--- config.mk ---
export PLATFORM = sky130hd
export DESIGN_NAME = fcce_ctrl
export DESIGN_NICKNAME = d
export VERILOG_FILES = /design/src/fcce_pkg.sv /design/src/fcce_ctrl.sv
export SDC_FILE = /design/constraint.sdc
export NUM_CORES = 1
export LEC_CHECK = 0
export BUFFER_PORTS_ARGS = -buffer_cell sky130_fd_sc_hd__clkbuf_2
export CAP_MARGIN = 25
export CORE_ASPECT_RATIO = 0.9
export CORE_MARGIN = 5
export CORE_UTILIZATION = 45
export CTS_CLUSTER_SIZE = 25
export DETAILED_ROUTE_END_ITERATION = 6
export PLACE_DENSITY_LB_ADDON = 0.05
export SLEW_MARGIN = 20
export SYNTH_ARGS = -nofsm -noshare
export SYNTH_HDL_FRONTEND = slang
export SYNTH_SLANG_ARGS = --single-unit
--- constraint.sdc ---
create_clock -name clk -period 2.51 [get_ports clk]
set_input_delay 0.251 -clock clk [delete_from_list [all_inputs] [get_ports clk]]
set_output_delay 0.251 -clock clk [all_outputs]
set_load 0.05 [all_outputs]
--- src/fcce_pkg.sv ---
package fcce_pkg;

  // widths fixed by the field definitions
  localparam int unsigned NW = 13;

  // command codes
  localparam logic [2:0] CMD_WRITE  = 3'd0;
  localparam logic [2:0] CMD_READ   = 3'd1;
  localparam logic [2:0] CMD_ALLOC  = 3'd2;
  localparam logic [2:0] CMD_EXTEND = 3'd3;
  localparam logic [2:0] CMD_FREE   = 3'd4;
  localparam logic [2:0] CMD_COUNT  = 3'd5;

  // status codes
  localparam logic [1:0] ST_OK   = 2'd0;
  localparam logic [1:0] ST_FULL = 2'd1;
  localparam logic [1:0] ST_BAD  = 2'd2;

  localparam logic [15:0]   FAT_EOC       = 16'hFFFF;
  localparam logic [15:0]   FAT_FREE      = 16'h0000;
  localparam logic [15:0]   FIRST_CLUSTER = 16'd2;
  localparam logic [NW-1:0] TE_RESET      = 13'd2304;

  typedef struct packed {
    logic [2:0]  cmd;
    logic [11:0] index;
    logic [15:0] value;
  } in_req_t;

  typedef struct packed {
    logic [1:0]  status;
    logic [15:0] data;
  } out_req_t;

  // table write selection
  typedef enum logic [2:0] {
    MOP_NONE,
    MOP_WR_IN,
    MOP_WR_EOC,
    MOP_WR_LINK,
    MOP_CLR_CUR
  } mop_t;

  // table read address selection
  typedef enum logic [1:0] {
    RA_IDX,
    RA_FIRST,
    RA_SCAN_NEXT,
    RA_NEXT
  } rsel_t;

  // result data selection
  typedef enum logic [1:0] {
    DS_ZERO,
    DS_RDATA,
    DS_SCAN,
    DS_CNT1
  } dsel_t;

  typedef struct packed {
    logic       ld_in;
    mop_t       mop;
    rsel_t      rsel;
    logic       scan_init;
    logic       scan_inc;
    logic       walk_init;
    logic       walk_step;
    logic       res_set;
    logic [1:0] res_status;
    dsel_t      res_dsel;
    logic       out_load;
  } ctl_t;

  typedef struct packed {
    logic [2:0] cmd;
    logic       idx_ok;
    logic       chain_idx_ok;
    logic       n_small;
    logic       rd_free;
    logic       rd_eoc;
    logic       scan_last;
    logic       next_bad;
  } sts_t;

endpackage

--- src/fcce_ctrl.sv ---
module fcce_ctrl (
  input  logic           clk,
  input  logic           rst_n,
  input  logic           in_valid,
  output logic           in_ready,
  output logic           out_valid,
  input  logic           out_ready,
  input  fcce_pkg::sts_t sts,
  output fcce_pkg::ctl_t ctl
);
  import fcce_pkg::*;

  typedef enum logic [2:0] {
    S_IDLE,
    S_DISP,
    S_RD,
    S_EXT,
    S_SCAN,
    S_LINK,
    S_WALK,
    S_FIN
  } state_t;

  state_t state_r, state_nxt;
  logic   out_valid_r, out_valid_nxt;

  assign in_ready  = (state_r == S_IDLE);
  assign out_valid = out_valid_r;

  always_comb begin
    state_nxt      = state_r;
    out_valid_nxt  = out_valid_r && !out_ready;
    ctl.ld_in      = 1'b0;
    ctl.mop        = MOP_NONE;
    ctl.rsel       = RA_IDX;
    ctl.scan_init  = 1'b0;
    ctl.scan_inc   = 1'b0;
    ctl.walk_init  = 1'b0;
    ctl.walk_step  = 1'b0;
    ctl.res_set    = 1'b0;
    ctl.res_status = ST_OK;
    ctl.res_dsel   = DS_ZERO;
    ctl.out_load   = 1'b0;

    case (state_r)
      S_IDLE: begin
        if (in_valid) begin
          ctl.ld_in = 1'b1;
          state_nxt = S_DISP;
        end
      end

      S_DISP: begin
        state_nxt = S_FIN;
        ctl.res_set = 1'b1;
        ctl.res_status = ST_BAD;
        case (sts.cmd)
          CMD_WRITE: begin
            if (sts.idx_ok) begin
              ctl.mop = MOP_WR_IN;
              ctl.res_status = ST_OK;
            end
          end
          CMD_READ: begin
            if (sts.idx_ok) begin
              ctl.res_set = 1'b0;
              ctl.rsel = RA_IDX;
              state_nxt = S_RD;
            end
          end
          CMD_ALLOC: begin
            if (sts.n_small) begin
              ctl.res_status = ST_FULL;
            end else begin
              ctl.res_set = 1'b0;
              ctl.rsel = RA_FIRST;
              ctl.scan_init = 1'b1;
              state_nxt = S_SCAN;
            end
          end
          CMD_EXTEND: begin
            if (sts.chain_idx_ok) begin
              ctl.res_set = 1'b0;
              ctl.rsel = RA_IDX;
              state_nxt = S_EXT;
            end
          end
          CMD_FREE, CMD_COUNT: begin
            if (sts.chain_idx_ok) begin
              ctl.res_set = 1'b0;
              ctl.rsel = RA_IDX;
              ctl.walk_init = 1'b1;
              state_nxt = S_WALK;
            end
          end
          default: begin
            ctl.res_status = ST_BAD;
          end
        endcase
      end

      S_RD: begin
        ctl.res_set = 1'b1;
        ctl.res_status = ST_OK;
        ctl.res_dsel = DS_RDATA;
        state_nxt = S_FIN;
      end

      // tail check before the free search
      S_EXT: begin
        if (!sts.rd_eoc) begin
          ctl.res_set = 1'b1;
          ctl.res_status = ST_BAD;
          state_nxt = S_FIN;
        end else if (sts.n_small) begin
          ctl.res_set = 1'b1;
          ctl.res_status = ST_FULL;
          state_nxt = S_FIN;
        end else begin
          ctl.rsel = RA_FIRST;
          ctl.scan_init = 1'b1;
          state_nxt = S_SCAN;
        end
      end

      // one entry a cycle, read pipelined one ahead
      S_SCAN: begin
        if (sts.rd_free) begin
          ctl.mop = MOP_WR_EOC;
          if (sts.cmd == CMD_EXTEND) begin
            state_nxt = S_LINK;
          end else begin
            ctl.res_set = 1'b1;
            ctl.res_status = ST_OK;
            ctl.res_dsel = DS_SCAN;
            state_nxt = S_FIN;
          end
        end else if (sts.scan_last) begin
          ctl.res_set = 1'b1;
          ctl.res_status = ST_FULL;
          state_nxt = S_FIN;
        end else begin
          ctl.rsel = RA_SCAN_NEXT;
          ctl.scan_inc = 1'b1;
        end
      end

      S_LINK: begin
        ctl.mop = MOP_WR_LINK;
        ctl.res_set = 1'b1;
        ctl.res_status = ST_OK;
        ctl.res_dsel = DS_SCAN;
        state_nxt = S_FIN;
      end

      S_WALK: begin
        if (sts.cmd == CMD_FREE) begin
          ctl.mop = MOP_CLR_CUR;
        end
        if (sts.rd_eoc) begin
          ctl.res_set = 1'b1;
          ctl.res_status = ST_OK;
          ctl.res_dsel = (sts.cmd == CMD_COUNT) ? DS_CNT1 : DS_ZERO;
          state_nxt = S_FIN;
        end else if (sts.next_bad) begin
          ctl.res_set = 1'b1;
          ctl.res_status = ST_BAD;
          state_nxt = S_FIN;
        end else begin
          ctl.rsel = RA_NEXT;
          ctl.walk_step = 1'b1;
        end
      end

      S_FIN: begin
        if (!out_valid_r || out_ready) begin
          ctl.out_load = 1'b1;
          out_valid_nxt = 1'b1;
          state_nxt = S_IDLE;
        end
      end

      default: begin
        state_nxt = S_IDLE;
      end
    endcase
  end

  always_ff @(posedge clk) begin
    if (!rst_n) begin
      state_r     <= S_IDLE;
      out_valid_r <= 1'b0;
    end else begin
      state_r     <= state_nxt;
      out_valid_r <= out_valid_nxt;
    end
  end

endmodule

==> results_dict.tcl <==
set metrics [dict create \
    outcome "complete, no violations" \
    yosysWarnings 0 \
    routed_via_density 5.60 \
    postLayoutCellArea_um2 816 \
    leakagePower_nw 0.362 \
    insertion_delay_ns 0.24 \
    place_ws_ns 0.633 \
    cp-start-kind "flip-flop" \
    hold_buffers 0 \
    drive_above_1_share_pct 33.1 \
    grt_pass1_wl_um 3200 \
    cts_tree "yes" \
    maxSlewHeadroom_pct 69.1 \
    grt_max_degree 17 \
    hold_ws_ns 0.262 \
    io_pins 32 \
    cts_buffers 3 \
    worstSetupPathType "flip-flop to output pin" \
    place_inst 136 \
    cts_resized 0 \
    ys_types 39 \
    diodes 0 \
    critPathSlowestCell "or4b_4" \
    seq_area_um2 80.1 \
    synth_area_leaders "dfxtp_1, a21oi_1, nor2_1, nand2b_1, nand2_1" \
    coreArea_um2 1400 \
    wirelength_um 1860 \
    grt_use_total_pct 17.8 \
    dpl-instance-area_um2 793 \
    min_path_type "input pin to flip-flop" \
    layout-area-overhead-vs-synth_pct 25.6 \
    yosysTopAreaCellShare_pct 12.3 \
    cts_max_path_buffers 2 \
    synth_fp_nets 111 \
    antenna_found_initial 0 \
    drt_iter0_drc 25 \
    rows 13 \
    postLayoutCoreUtil_pct 58.3 \
    p_per_area_nw_per_um2 704 \
    path_clk_slew_ns 0.04 \
    total_power_mw 0.575 \
    fill_cells 148 \
    yosys_register_bits 4 \
    io_buffers 31 \
    fin_ws_ns 0.392 \
    cts.sinks 4 \
    synth_area_leader_cell "dfxtp_1" \
    detail-route-antenna-nets 0 \
    crit_path_end_kind "output pin" \
    fmax_ghz 0.472 \
    vdd_ir_drop_max_v 0.000462 \
    setup_viol 0 \
    grt.overflow.total 0 \
    dieWidth_um 50.0 \
    worstMarginPinSlew_ns 0.462 \
    path_buf_inv 1 \
    drc 0 \
    die_y_um 46.0 \
    finalHoldViolations 0 \
    syn-cell-area_um2 649 \
    cts_max_level 1 \
    postCtsSetupBuffers 0 \
    via_count 779 \
    start_util_pct 46.4 \
    synth_seq_area_share_pct 12.3 \
    worst_path_dominant_cell_family "simple AND/OR/NAND/NOR gates" \
    gp_congestion 0.883 \
    grt_pass1_vias 709 \
    finalSetupTns_ns 0 \
    path_cells "or4b_4 > a21oi_2 > a21oi_1 > nor2_2 > clkbuf_2" \
    finalCritPeriodShare_pct 84.4 \
    worstPathRequired_ns 2.26 \
    fin_nets 141 \
    crit_fanout 14 \
    syn-mean-instance-area_um2 6.76 \
    wire_per_inst_um 13.4 \
    slowest_delay_ns 0.58 \
    cap_violations 0 \
    syn_inst 96 \
    rsz0062_at_grt "no" \
    fp.dieArea_um2 2300 \
    clockRootBuffer "clkbuf_4" \
    skew_ns 0.00166 \
    dp_hpwl_um 1500 \
    report.final.slew_viol_count 0 \
    first_pass_iters 4 \
    multiInputGateArea_um2 505 \
    period_needed_ns 2.12 \
    arrival_ns 1.87 \
    final_cells 139 \
]
path summary, 6_finish.rpt:
kind,start,slack [ns],end,cells past startpoint
hold reg to reg,out_valid,0.53,out_valid,2
setup / recovery,state_r[1],0.39,ctl[10],5
hold / removal,rst_n,0.26,state_r[1],2
setup reg to reg,state_r[1],1.00,state_r[1],5
report_power, final:
group	switching [mW]	internal, mW
Sequential	0.0394	0.0763
Combinational	0.267	0.111
Clock	0.0271	0.0535
logic make-up (layout without fill, tap and decap cells):
logic type	count (synthesis)	count (layout)	synth area share, %
AND/OR/NAND/NOR	53	53	48.9
flip-flops	4	4	12.3
AO/OA/AOI/OAI	23	23	23.9
adder cells (fa/ha/maj)	1	1	1.93
buffers and inverters	14	42	11.2
multiplexers	1	1	1.73
cell type report:
type | count | area share, %
Clock buffer | 3 | 2.76
Inverter | 7 | 3.22
Multi-Input combinational cell | 78 | 62.0
Sequential cell | 4 | 9.82
Tap cell | 15 | 2.30
Timing Repair Buffer | 32 | 19.9
flip-flops by register name, summed over array words and instances, names as in the netlist:
name	cells
state_r	3
out_valid	1
worst reg2reg max path, delay by kind of cell (launching register included):
kind,cells,cell delay (ns)
AOI/OAI and AO/OA,3,0.52
buffers and inverters,1,0.25
DFF,1,0.56
and+or+nand+nor,1,0.07
layer usage:
layer | global-route usage [%] | vias up | share of wire, % | wire, µm
met3 | 4.92 | 0 | 7.7 | 144
li1 | - | 406 | - | -
met5 | 0 | - | 0 | 0
met2 | 27.6 | 24 | 46 | 850
met1 | 23.8 | 349 | 47 | 866
met4 | 5.76 | 0 | 0 | 0
cells in the final DEF, fill, tap and decap left out, types with 2 or more instances in the layout:
master | synthesis | layout
nand3_1 | 5 | 5
nand2_1 | 8 | 8
a21oi_1 | 7 | 7
nand3b_1 | 4 | 4
dfxtp_1 | 4 | 4
o21ai_0 | 3 | 3
inv_1 | 7 | 7
nor2b_1 | 2 | 2
clkbuf_2 | 0 | 31
nor3b_1 | 4 | 4
nor3_1 | 5 | 5
nor2_1 | 9 | 9
clkbuf_4 | 0 | 3
nand4b_1 | 2 | 2
nand2b_1 | 5 | 5
a211oi_1 | 2 | 2
Yosys cell counts, drive strengths merged:
| master | n |
|---|---|
| nor2 | 10 |
| a21oi | 8 |
| nand2 | 8 |
| buf | 7 |
| inv | 7 |
| nor3 | 6 |
| nand2b | 5 |
| nand3 | 5 |
| dfxtp | 4 |
| nand3b | 4 |
| nor3b | 4 |
| o21ai | 4 |
| a211oi | 2 |
| nand4b | 2 |
| nor2b | 2 |
| a211o | 1 |
| a21boi | 1 |
| a22o | 1 |
| a311oi | 1 |
| and2 | 1 |
| and3 | 1 |
| ha | 1 |
| mux2 | 1 |
| nand4 | 1 |
| nor4 | 1 |
| nor4b | 1 |
| o211ai | 1 |
| o21a | 1 |
| o22a | 1 |
| o311a | 1 |
| o31a | 1 |
| or3 | 1 |
| or4b | 1 |
Power figures use the tool's default switching activity.
